**config.mk**
```make
export PLATFORM = sky130hd
export DESIGN_NAME = voice_steal_allocator
export DESIGN_NICKNAME = d
export VERILOG_FILES = /design/src/hdl/vsa_pkg.sv /design/src/hdl/vsa_ram.sv /design/src/hdl/voice_steal_allocator.sv
export SDC_FILE = /design/constraint.sdc
export NUM_CORES = 1
export LEC_CHECK = 0
export ABC_CLOCK_PERIOD_IN_PS = 4550
export BUFFER_PORTS_ARGS = -buffer_cell sky130_fd_sc_hd__buf_2
export CORE_MARGIN = 4
export CORE_UTILIZATION = 25
export DETAILED_ROUTE_END_ITERATION = 6
export PLACE_DENSITY = 0.46
export SKIP_LAST_GASP = 1
export SLEW_MARGIN = 5
export SYNTH_ARGS = -nofsm -noshare
export SYNTH_HDL_FRONTEND = slang
export SYNTH_SLANG_ARGS = --single-unit
export TNS_END_PERCENT = 20
```
**constraint.sdc**
```tcl
create_clock -name clock -period 4.55 [get_ports clock]
set_clock_uncertainty 0.15 [all_clocks]
set_input_delay 0.2275 -clock clock [delete_from_list [all_inputs] [get_ports clock]]
set_output_delay 0.2275 -clock clock [all_outputs]
set_load 0.01 [all_outputs]
```
**src/hdl/vsa_pkg.sv**
```systemverilog
// Package: sizes, action codes and voice entry layout of the voice allocator.
`default_nettype none
package vsa_pkg;
   localparam int VOICES   = 12;
   localparam int IDX_W    = (VOICES > 1) ? $clog2(VOICES) : 1;
   localparam int VOICE_W  = 4;
   localparam int REL_W    = 4;
   localparam int EXT_W    = (IDX_W > VOICE_W) ? IDX_W : VOICE_W;
   localparam int TIME_W   = 16;
   localparam int CHAN_W   = 8;
   localparam int GAIN_W   = 8;

   localparam logic [1:0] ACT_TRIGGER = 2'd0;
   localparam logic [1:0] ACT_TICK    = 2'd1;
   localparam logic [1:0] ACT_RELEASE = 2'd2;

   typedef struct packed {
      logic [TIME_W-1:0] start;
      logic [CHAN_W-1:0] channel;
      logic [GAIN_W-1:0] gain;
   } entry_type;

   localparam int ENTRY_W = $bits(entry_type);
endpackage
`default_nettype wire

```
**src/hdl/vsa_ram.sv**
```systemverilog
// Generic single-port-write, single-port-read RAM with registered read data.
`default_nettype none
module vsa_ram #(
   parameter int WIDTH = 8,
   parameter int DEPTH = 16
) (
   input  wire logic                                     clock,
   input  wire logic                                     wr_en,
   input  wire logic [((DEPTH > 1) ? $clog2(DEPTH) : 1)-1:0] wr_addr,
   input  wire logic [WIDTH-1:0]                         wr_data,
   input  wire logic                                     rd_en,
   input  wire logic [((DEPTH > 1) ? $clog2(DEPTH) : 1)-1:0] rd_addr,
   output logic      [WIDTH-1:0]                         rd_data
);
   logic [WIDTH-1:0] mem [DEPTH];

   always_ff @(posedge clock) begin
      if (wr_en) begin
         mem[wr_addr] <= wr_data;
      end
      if (rd_en) begin
         rd_data <= mem[rd_addr];
      end
   end
endmodule
`default_nettype wire

```
**src/hdl/voice_steal_allocator.sv**
```systemverilog
// Top level: voice table allocator with stealing of busy voices.
//
// Input channel req_*: one word per action. A trigger (channel, volume) asks
// for a voice, a tick advances the millisecond clock, a release frees a voice.
// Result channel rsp_*: one word per trigger with the voice index and a flag
// that is set when a playing voice was stopped to free it.
// Ticks, releases and unused actions return nothing.
// A trigger that finds an idle voice goes straight to its final step. When
// every voice is busy, the block walks the voice table in its RAM one entry a
// cycle through the single read port, then waits for the last read to come
// back before it takes the final step.
// One item is in work at a time: req_stall is high until the item is done.
// The result sits in an output register; the next item is accepted while it
// waits, and a trigger holds in its final step while rsp_stall keeps the
// register full.
// Reset frees every voice, clears the clock and drops any pending result;
// the table RAM needs no clearing, since it is read only when all voices
// have been written.
`default_nettype none
module voice_steal_allocator
   import vsa_pkg::*;
(
   input  wire logic                clock,
   input  wire logic                reset,
   input  wire logic                req_valid,
   output logic                     req_stall,
   input  wire logic [1:0]          req_action,
   input  wire logic [CHAN_W-1:0]   req_channel,
   input  wire logic [GAIN_W-1:0]   req_volume,
   input  wire logic [REL_W-1:0]    req_release_voice,
   output logic                     rsp_valid,
   input  wire logic                rsp_stall,
   output logic [VOICE_W-1:0]       rsp_voice,
   output logic                     rsp_stolen
);
   typedef enum logic [3:0] {
      ST_IDLE = 4'b0001,
      ST_SCAN = 4'b0010,
      ST_WAIT = 4'b0100,
      ST_DONE = 4'b1000
   } state_type;

   state_type           state_ff, state_in;
   logic [IDX_W-1:0]    cnt_ff, cnt_in;
   logic                rd_vld_ff, rd_vld_in;
   logic [IDX_W-1:0]    rd_idx_ff, rd_idx_in;
   logic [CHAN_W-1:0]   chan_ff, chan_in;
   logic [GAIN_W-1:0]   vol_ff, vol_in;
   logic [TIME_W-1:0]   now_ff, now_in;
   logic [VOICES-1:0]   busy_ff, busy_in;
   logic [IDX_W-1:0]    pick_ff, pick_in;
   logic                stolen_ff, stolen_in;
   logic [TIME_W-1:0]   old_age_ff, old_age_in;
   logic [IDX_W-1:0]    old_idx_ff, old_idx_in;
   logic [TIME_W-1:0]   ch_age_ff, ch_age_in;
   logic [IDX_W-1:0]    ch_idx_ff, ch_idx_in;
   logic                rsp_valid_ff, rsp_valid_in;
   logic [VOICE_W-1:0]  rsp_voice_ff, rsp_voice_in;
   logic                rsp_stolen_ff, rsp_stolen_in;

   logic                req_take;
   logic                out_free;
   logic                idle_found;
   logic [IDX_W-1:0]    idle_idx;
   logic                rel_ok;
   logic [EXT_W-1:0]    rel_ext;
   logic [IDX_W-1:0]    rel_idx;
   logic [IDX_W-1:0]    final_pick;
   logic [EXT_W-1:0]    pick_ext;
   logic                ram_wr_en;
   logic                ram_rd_en;
   logic [ENTRY_W-1:0]  ram_rd_data;
   entry_type           rd_entry;
   entry_type           wr_entry;
   logic [TIME_W-1:0]   age;

   vsa_ram #(
      .WIDTH (ENTRY_W),
      .DEPTH (VOICES)
   ) u_table (
      .clock   (clock),
      .wr_en   (ram_wr_en),
      .wr_addr (final_pick),
      .wr_data (wr_entry),
      .rd_en   (ram_rd_en),
      .rd_addr (cnt_ff),
      .rd_data (ram_rd_data)
   );

   assign req_stall  = (state_ff != ST_IDLE);
   assign req_take   = req_valid && !req_stall;
   assign out_free   = !rsp_valid_ff || !rsp_stall;
   assign rsp_valid  = rsp_valid_ff;
   assign rsp_voice  = rsp_voice_ff;
   assign rsp_stolen = rsp_stolen_ff;

   // Lowest-numbered idle voice.
   always_comb begin
      idle_idx = '0;
      for (int i = VOICES - 1; i >= 0; i--) begin
         if (!busy_ff[i]) begin
            idle_idx = IDX_W'(i);
         end
      end
   end
   assign idle_found = ~&busy_ff;

   assign rel_ok  = (32'(req_release_voice) < 32'(VOICES));
   assign rel_ext = EXT_W'(req_release_voice);
   assign rel_idx = rel_ext[IDX_W-1:0];

   assign rd_entry = entry_type'(ram_rd_data);
   assign age      = now_ff - rd_entry.start;

   // A same-channel candidate is recorded only with a non-zero age, so a non-zero best age marks one.
   assign final_pick = stolen_ff ? ((ch_age_ff != '0) ? ch_idx_ff : old_idx_ff) : pick_ff;
   assign pick_ext   = EXT_W'(final_pick);

   assign wr_entry.start   = now_ff;
   assign wr_entry.channel = chan_ff;
   assign wr_entry.gain    = vol_ff;
   assign ram_wr_en        = (state_ff == ST_DONE) && out_free;
   assign ram_rd_en        = (state_ff == ST_SCAN);

   always_comb begin
      state_in      = state_ff;
      cnt_in        = cnt_ff;
      rd_vld_in     = 1'b0;
      rd_idx_in     = cnt_ff;
      chan_in       = chan_ff;
      vol_in        = vol_ff;
      now_in        = now_ff;
      busy_in       = busy_ff;
      pick_in       = pick_ff;
      stolen_in     = stolen_ff;
      old_age_in    = old_age_ff;
      old_idx_in    = old_idx_ff;
      ch_age_in     = ch_age_ff;
      ch_idx_in     = ch_idx_ff;
      rsp_valid_in  = rsp_valid_ff && rsp_stall;
      rsp_voice_in  = rsp_voice_ff;
      rsp_stolen_in = rsp_stolen_ff;

      // Fold in the entry read in the previous cycle.
      if (rd_vld_ff) begin
         if (age > old_age_ff) begin
            old_age_in = age;
            old_idx_in = rd_idx_ff;
         end
         if ((rd_entry.channel == chan_ff) && (rd_entry.gain < vol_ff) &&
             (age > ch_age_ff)) begin
            ch_age_in = age;
            ch_idx_in = rd_idx_ff;
         end
      end

      case (state_ff)
         ST_IDLE: begin
            if (req_take) begin
               case (req_action)
                  ACT_TRIGGER: begin
                     chan_in    = req_channel;
                     vol_in     = req_volume;
                     pick_in    = idle_idx;
                     stolen_in  = !idle_found;
                     old_age_in = '0;
                     old_idx_in = '0;
                     ch_age_in  = '0;
                     ch_idx_in  = '0;
                     cnt_in     = '0;
                     state_in   = idle_found ? ST_DONE : ST_SCAN;
                  end
                  ACT_TICK: begin
                     now_in = now_ff + 1'b1;
                  end
                  ACT_RELEASE: begin
                     if (rel_ok) begin
                        busy_in[rel_idx] = 1'b0;
                     end
                  end
                  default: begin
                  end
               endcase
            end
         end
         ST_SCAN: begin
            rd_vld_in = 1'b1;
            if (cnt_ff == IDX_W'(VOICES - 1)) begin
               state_in = ST_WAIT;
            end else begin
               cnt_in = cnt_ff + 1'b1;
            end
         end
         ST_WAIT: begin
            state_in = ST_DONE;
         end
         ST_DONE: begin
            if (out_free) begin
               busy_in[final_pick] = 1'b1;
               rsp_valid_in        = 1'b1;
               rsp_voice_in        = pick_ext[VOICE_W-1:0];
               rsp_stolen_in       = stolen_ff;
               state_in            = ST_IDLE;
            end
         end
         default: begin
            state_in = ST_IDLE;
         end
      endcase
   end

   always_ff @(posedge clock) begin
      if (reset) begin
         state_ff     <= ST_IDLE;
         rd_vld_ff    <= 1'b0;
         now_ff       <= '0;
         busy_ff      <= '0;
         rsp_valid_ff <= 1'b0;
      end else begin
         state_ff     <= state_in;
         rd_vld_ff    <= rd_vld_in;
         now_ff       <= now_in;
         busy_ff      <= busy_in;
         rsp_valid_ff <= rsp_valid_in;
      end
   end

   always_ff @(posedge clock) begin
      cnt_ff        <= cnt_in;
      rd_idx_ff     <= rd_idx_in;
      chan_ff       <= chan_in;
      vol_ff        <= vol_in;
      pick_ff       <= pick_in;
      stolen_ff     <= stolen_in;
      old_age_ff    <= old_age_in;
      old_idx_ff    <= old_idx_in;
      ch_age_ff     <= ch_age_in;
      ch_idx_ff     <= ch_idx_in;
      rsp_voice_ff  <= rsp_voice_in;
      rsp_stolen_ff <= rsp_stolen_in;
   end
endmodule
`default_nettype wire

```
After elaboration in Yosys (flattened, before gate mapping)
Memories as Yosys holds them, arrays and structs flattened. A register that Yosys moved wholly into a read port is not among the register bits. Cells that the tools add are included. Widths: inputs -> output; s select.

Memories kept: 1. RAM bits: 384. Register bits after elaboration: 108. Output and inout port bits: 7. Input bits: 26. Word-level logic and storage cells: 133.

Memory list: u_table.mem (depth 12, bits a word 32, rd ports 1, clocked after memory_dff 1, write ports 1, line vsa_ram.sv:15) `logic [WIDTH-1:0] mem [DEPTH];`.

Add/subtract/negate cells: 3. Muxes and demuxes: 57. Reductions and logical operators: 25. Bitwise gates (word level): 3. Equality and inequality tests: 16. Magnitude comparators: 8.

Operators with widths (number): $mux 16 (10); $mux 4 (24); $mux 12 (4); $gt 16x16->1 (2); $pmux 12 s2 (1); $add 16x1->16 const B (1); $pmux 4 s4 (1); $reduce_bool 16->1 (1); $sub 16x16->16 (1); $and 12x12->12 (1); $mux 3 (4); $not 12->12 (1); $or 12x12->12 (1); $reduce_and 12->1 (1); $reduce_and 4->1 (3); $lt 4x5->1 const B (2); $demux 1 s4 (2); $eq 4x4->1 const B (2); $eq 8x8->1 (1); $ge 4x1->1 const B (2); $lt 8x8->1 (1); $mux 1 (8); $ne 2x2->1 const B (4); $pmux 4 s2 (1); 19 further kinds (33).

Longest topological paths before layout
Depth after elaboration: 11. Depth in mapped cells: 18. Mapped depth without buffers: 17.

By module
A second synthesis with hierarchy kept.

Cell total of the unflattened synthesis: 1347. Area total of the unflattened synthesis: 21707.1 µm².

By module, submodules not included: vsa_ram (cells an instance 664, area an instance 15493.6 µm², seq. area each 12492.0 µm², times used 1); voice_steal_allocator (cells an instance 683, area an instance 6213.5 µm², seq. area each 2462.4 µm², times used 1).

Worst setup path after synthesis
Ideal clock, no wire load.

Path kind: register to register. From: reg now_ff[0]. To: reg old_age_ff[5]. Period minus slack after synthesis: 3863 ps. Data arrival time: 3552 ps. Setup slack: 687 ps. Required time: 4239 ps. Stages on the path, launching flop included: 19. Path buffers: 1. Setup time: 161 ps. Path through: dfxtp_1 > inv_1 > ha_1 > inv_1 > fa_1 > a21o_1 > a211o_1 > a2bb2oi_1 > nand2b_1 > xor2_1 > ha_1 > and4_1 > nand3_1 > a21oi_1 > a2111oi_2 > a211oi_2 > buf_4 > mux2i_1 > nor2_1.

Longest elaborated chain between the ends: 7.

Ends and longest elaborated chain: from (decl) (line voice_steal_allocator.sv:49) `logic [TIME_W-1:0] now_ff, now_in;`; from (signal assigned) (line voice_steal_allocator.sv:222) `now_ff <= now_in;`; $sub 16x16->16 * (line voice_steal_allocator.sv:113) `assign age = now_ff - rd_entry.start;`; $gt 16x16->1 (line voice_steal_allocator.sv:146) `if (age > old_age_ff) begin`; $mux 16 * (line voice_steal_allocator.sv:146); $mux 16 * (line voice_steal_allocator.sv:145) `if (rd_vld_ff) begin`; $mux 16 (line voice_steal_allocator.sv:160) `case (req_action)`; $mux 16 (line voice_steal_allocator.sv:159) `if (req_take) begin`; $mux 16 * (line voice_steal_allocator.sv:157) `case (state_ff)`; via old_age_in[5] (line voice_steal_allocator.sv:53) `logic [TIME_W-1:0] old_age_ff, old_age_in;`; to (signal assigned) (line voice_steal_allocator.sv:235) `old_age_ff <= old_age_in;`; to (decl) (line voice_steal_allocator.sv:53).

The timed path passes the listed nets; every way through them passes the cells marked *. A chain may end at the register's enable or synchronous reset.

Worst setup path in the final report
From: reg u_table.rd_data[22], read port of u_table.mem. To: reg ch_age_ff[11].

Longest elaborated chain between the ends: 8.

Ends and longest elaborated chain: from (decl) (line vsa_ram.sv:13) `output logic [WIDTH-1:0] rd_data`; $sub 16x16->16 * (line voice_steal_allocator.sv:113); $gt 16x16->1 (line voice_steal_allocator.sv:151) `(age > ch_age_ff)) begin`; $logic_and 1x1->1 (line voice_steal_allocator.sv:150) `if ((rd_entry.channel == chan_ff) && (rd_entry.gain < vol_ff) &&`; $mux 16 * (line voice_steal_allocator.sv:150); $mux 16 * (line voice_steal_allocator.sv:145); $mux 16 (line voice_steal_allocator.sv:160); $mux 16 (line voice_steal_allocator.sv:159); $mux 16 * (line voice_steal_allocator.sv:157); via ch_age_in[11] (line voice_steal_allocator.sv:55) `logic [TIME_W-1:0] ch_age_ff, ch_age_in;`; to (signal assigned) (line voice_steal_allocator.sv:237) `ch_age_ff <= ch_age_in;`; to (decl) (line voice_steal_allocator.sv:55).

Marks and branches as above.

==> impl_metrics.env <==
export IMPL_endpoint="ch_age_ff[11]"
export IMPL_p_sw_frac=0.213
export IMPL_grt_pass1_wl_um=76500
export IMPL_power_frac_clock=0.451
export IMPL_p_leak_nw=8.61
export IMPL_hold_start="req_action[1]"
export IMPL_multi_input_area_um2=6410
export IMPL_critical_path_class="reg -> reg"
export IMPL_synthesis_area_um2=21700
export IMPL_timing_rr_end="ch_age_ff[11]"
export IMPL_worst_pin_slew_ns=1.12
export IMPL_die_x_um=303
export IMPL_die_y_um=303
export IMPL_place_hpwl_um=27200
export IMPL_routed_via_density=4.39
export IMPL_sequentialPowerShare=0.517
export IMPL_drc=0
export IMPL_max_cap_violations=0
export IMPL_fin_setup_tns_ns=0
export IMPL_async_reset_ff_frac=0
export IMPL_start_util=0.253
export IMPL_worstSkewPairLatency_ns=0.63
export IMPL_drt_iter0_markers=590
export IMPL_routed_wl_um=49800
export IMPL_finalNonFillerCells=2640
export IMPL_grt_ovfl_total=0
export IMPL_cts_tree="yes"
export IMPL_syn_inst=1316
export IMPL_finalNetCount=1532
export IMPL_hold_viol=0
export IMPL_htreeDepth=2
export IMPL_vias=11600
export IMPL_grt_setup_unrepaired="true"
export IMPL_grt_max_degree=67
export IMPL_end_kind="flip-flop"
export IMPL_avgSynthCellArea_um2=16.5
export IMPL_slew_headroom=0.256
export IMPL_grt_total_usage=0.110
export IMPL_combPwrFrac=0.033
export IMPL_period_share=0.952
export IMPL_reg2reg_depth=16
export IMPL_antenna_found_initial=0
export IMPL_startpoint="u_table.rd_data[22]"
export IMPL_synth_seq_cells=524
export IMPL_syn_to_final_growth_pct=19.5
export IMPL_required_ns=4.86
export IMPL_final_area_um2=26000
export IMPL_peakVddDrop_mv=0.315
export IMPL_drive_gt1_frac=0.207
export IMPL_cts_buffers=57
export IMPL_dr_pass1_iters=5
export IMPL_seqCellArea_um2=15000
export IMPL_p_per_area_nw_per_um2=391
export IMPL_ant_nets=0
export IMPL_core_um2=85700
export IMPL_finalMaxSlewViolations=0
export IMPL_start_kind="flip-flop"
export IMPL_yosysUniqueCellTypes=71
export IMPL_p_sw_mw=2.16
export IMPL_period_minus_slack_ns=4.33
export IMPL_synth_edf_count=446
export IMPL_dpl_cell_area_um2=23700
export IMPL_io_buffers=32
export IMPL_globalplace_congestion=0.730
export IMPL_crit_fanout=21
export IMPL_root_buffer="clkbuf_16"
export IMPL_cts_num_sinks=524
export IMPL_grt_pass1_vias=12100
export IMPL_setup_viol=0
export IMPL_status="completed"
export IMPL_rr_startpoint="u_table.rd_data[22]"
export IMPL_synth_seq_area_share=0.689
export IMPL_clk_path_buf_depth=3
export IMPL_wl_per_cell_um=18.8
export IMPL_max_freq_mhz=231
export IMPL_synth_nets=1399
export IMPL_yosys_warnings=0
export IMPL_rrSetupSlack_ns=0.22
export IMPL_final_core_util=0.303
export IMPL_clk_transition_reported_paths_ns=0.06
export IMPL_num_rows=107
export IMPL_ioPinCount=33
export IMPL_die_area_um2=91600
export IMPL_synthFlopType="edfxtp_1"
export IMPL_cp_arrival_ns=4.65
export IMPL_hold_path_class="in -> reg"
export IMPL_fillers=8569
export IMPL_p_int_mw=7.99
export IMPL_placedCellCount=2499
routing by layer:
metal	vias to the layer above	routed length (um)	share of wire	global-route usage
met2	175	23500	0.47	0.180
li1	5387	-	-	-
met5	-	0	0	0
met3	65	1880	0.038	0.0195
met1	5974	23300	0.47	0.152
met4	0	1050	0.021	0.0292
cells in the mapped netlist (all sizes together) (3+ instances only):
cell	number	area, um^2
edfxtp	446	13400
a211oi	6	50.1
nor2b	4	25.0
mux4	96	2160
and2	3	18.8
dfxtp	78	1560
o31ai	4	35.0
o21ai	58	290
xor2	21	184
and3	9	56.3
and4	5	43.8
ha	56	701
a21oi	33	165
o21a	5	37.5
nor4	5	65.1
clkbuf	28	105
nor2	97	372
nor3	10	61.3
o21bai	3	22.5
buf	22	108
nand2b	9	56.3
inv	66	250
o41ai	3	26.3
mux2i	74	766
nand2	67	251
nand4	14	118
o211ai	5	42.5
a31oi	6	67.6
o22ai	13	81.3
nor4b	3	41.3
nor3b	3	22.5
nand3	15	75.1
nand3b	3	22.5
a21o	5	37.5
xnor2	16	140
placed cells by master (no fill, tap or decap), types with 21 or more instances in the layout:
cell type	n
clkbuf_16	58
mux2i_1	72
a21oi_1	33
dfxtp_1	78
nor2_1	84
ha_1	56
dlygate4sd3_1	33
mux4_2	96
buf_4	50
o21ai_0	56
inv_1	63
nand2_1	67
edfxtp_1	446
xor2_1	21
buf_2	32
registers in the layout (all words and copies together) (netlist names), 4 cells and up:
name and cells:
u_table.mem 384, u_table.rd_data 32, rsp_voice 4, state_ff 4, pick_ff 4, old_idx_ff 4, rd_idx_ff 4, ch_age_ff 16
now_ff 16, vol_ff 8, busy_ff 12, cnt_ff 4, chan_ff 8, old_age_ff 16, ch_idx_ff 4
logic make-up after synthesis:
kind of cell,count (synthesis),synth area share
AND/OR/NAND/NOR,255,0.0599
buffers and inverters,116,0.0213
AO/OA/AOI/OAI,157,0.0472
multiplexers,170,0.135
XOR/XNOR,37,0.0149
adder cells (fa/ha/maj),57,0.0332
flip-flops,524,0.689
final cells by class:
class	instances	share of cell area
inverters	66	0.00964
multi-input cells	676	0.247
diodes	1	0.0000964
clock buffers	69	0.0579
flip-flops and latches	524	0.576
clock inverters	36	0.0135
well taps	1144	0.0552
repair buffers	124	0.0403
worst max-delay path, stage by stage, from the launching register on:
cell and delay [ns]:
edfxtp_1 0.32, inv_1 0.04, ha_1 0.35, a21o_1 0.23
or3_1 0.33, o21a_1 0.26, nor4b_1 0.34, a211oi_1 0.09
buf_4 0.17, ha_1 0.29, nand4_1 0.17, nor3_2 0.48
o21ai_0 0.21, a31oi_2 0.26, buf_12 0.23, mux2i_1 0.22
nor2_1 0.05
power by group through the flow:
| stage | logic [mW] | clock network [mW] | registers (mW) |
|---|---|---|---|
| finish | 0.331 | 4.57 | 5.24 |
| global route | 0.365 | 4.95 | 5.25 |
| CTS | 0.338 | 4.72 | 5.24 |
| detailed placement | 0.319 | 0 | 5.35 |
| global placement | 0.316 | 0 | 5.34 |
| floorplan | 0.219 | 0 | 5.33 |
worst min-delay path by stage:
stage | to | slack, ns | cells after the start
6_report | busy_ff[5] | 0.05 | 5
5_1_grt | busy_ff[5] | 0.05 | 5
4_1_cts | busy_ff[5] | 0.002 | 5
3_5_place_dp | chan_ff[5] | 0.26 | 1
3_3_place_gp | chan_ff[6] | 0.26 | 1
2_1_floorplan | chan_ff[0] | 0.18 | 0
stage by stage:
step | hold WS (ns) | setup slack, ns | total power, mW
finish | 0.0467 | 0.218 | 10.1
global route | 0.0520 | -0.122 | 10.6
CTS | 0.00190 | 0.123 | 10.3
detailed placement | 0.256 | -0.0216 | 5.67
global placement | 0.255 | 0.0205 | 5.66
floorplan | 0.176 | 0.687 | 5.55
repair_timing:
| action | 4_1_cts | 5_1_grt |
|---|---|---|
| buffers inserted | 0 | 2 |
| gates resized for setup | 1 | 0 |
| endpoints found under the hold margin | 53 | 0 |
| hold buffers | 33 | 0 |
| endpoints found under the setup margin | 19 | 31 |
| pin swaps | 0 | 1 |
No activity file was read; power rests on OpenSTA's default activity.
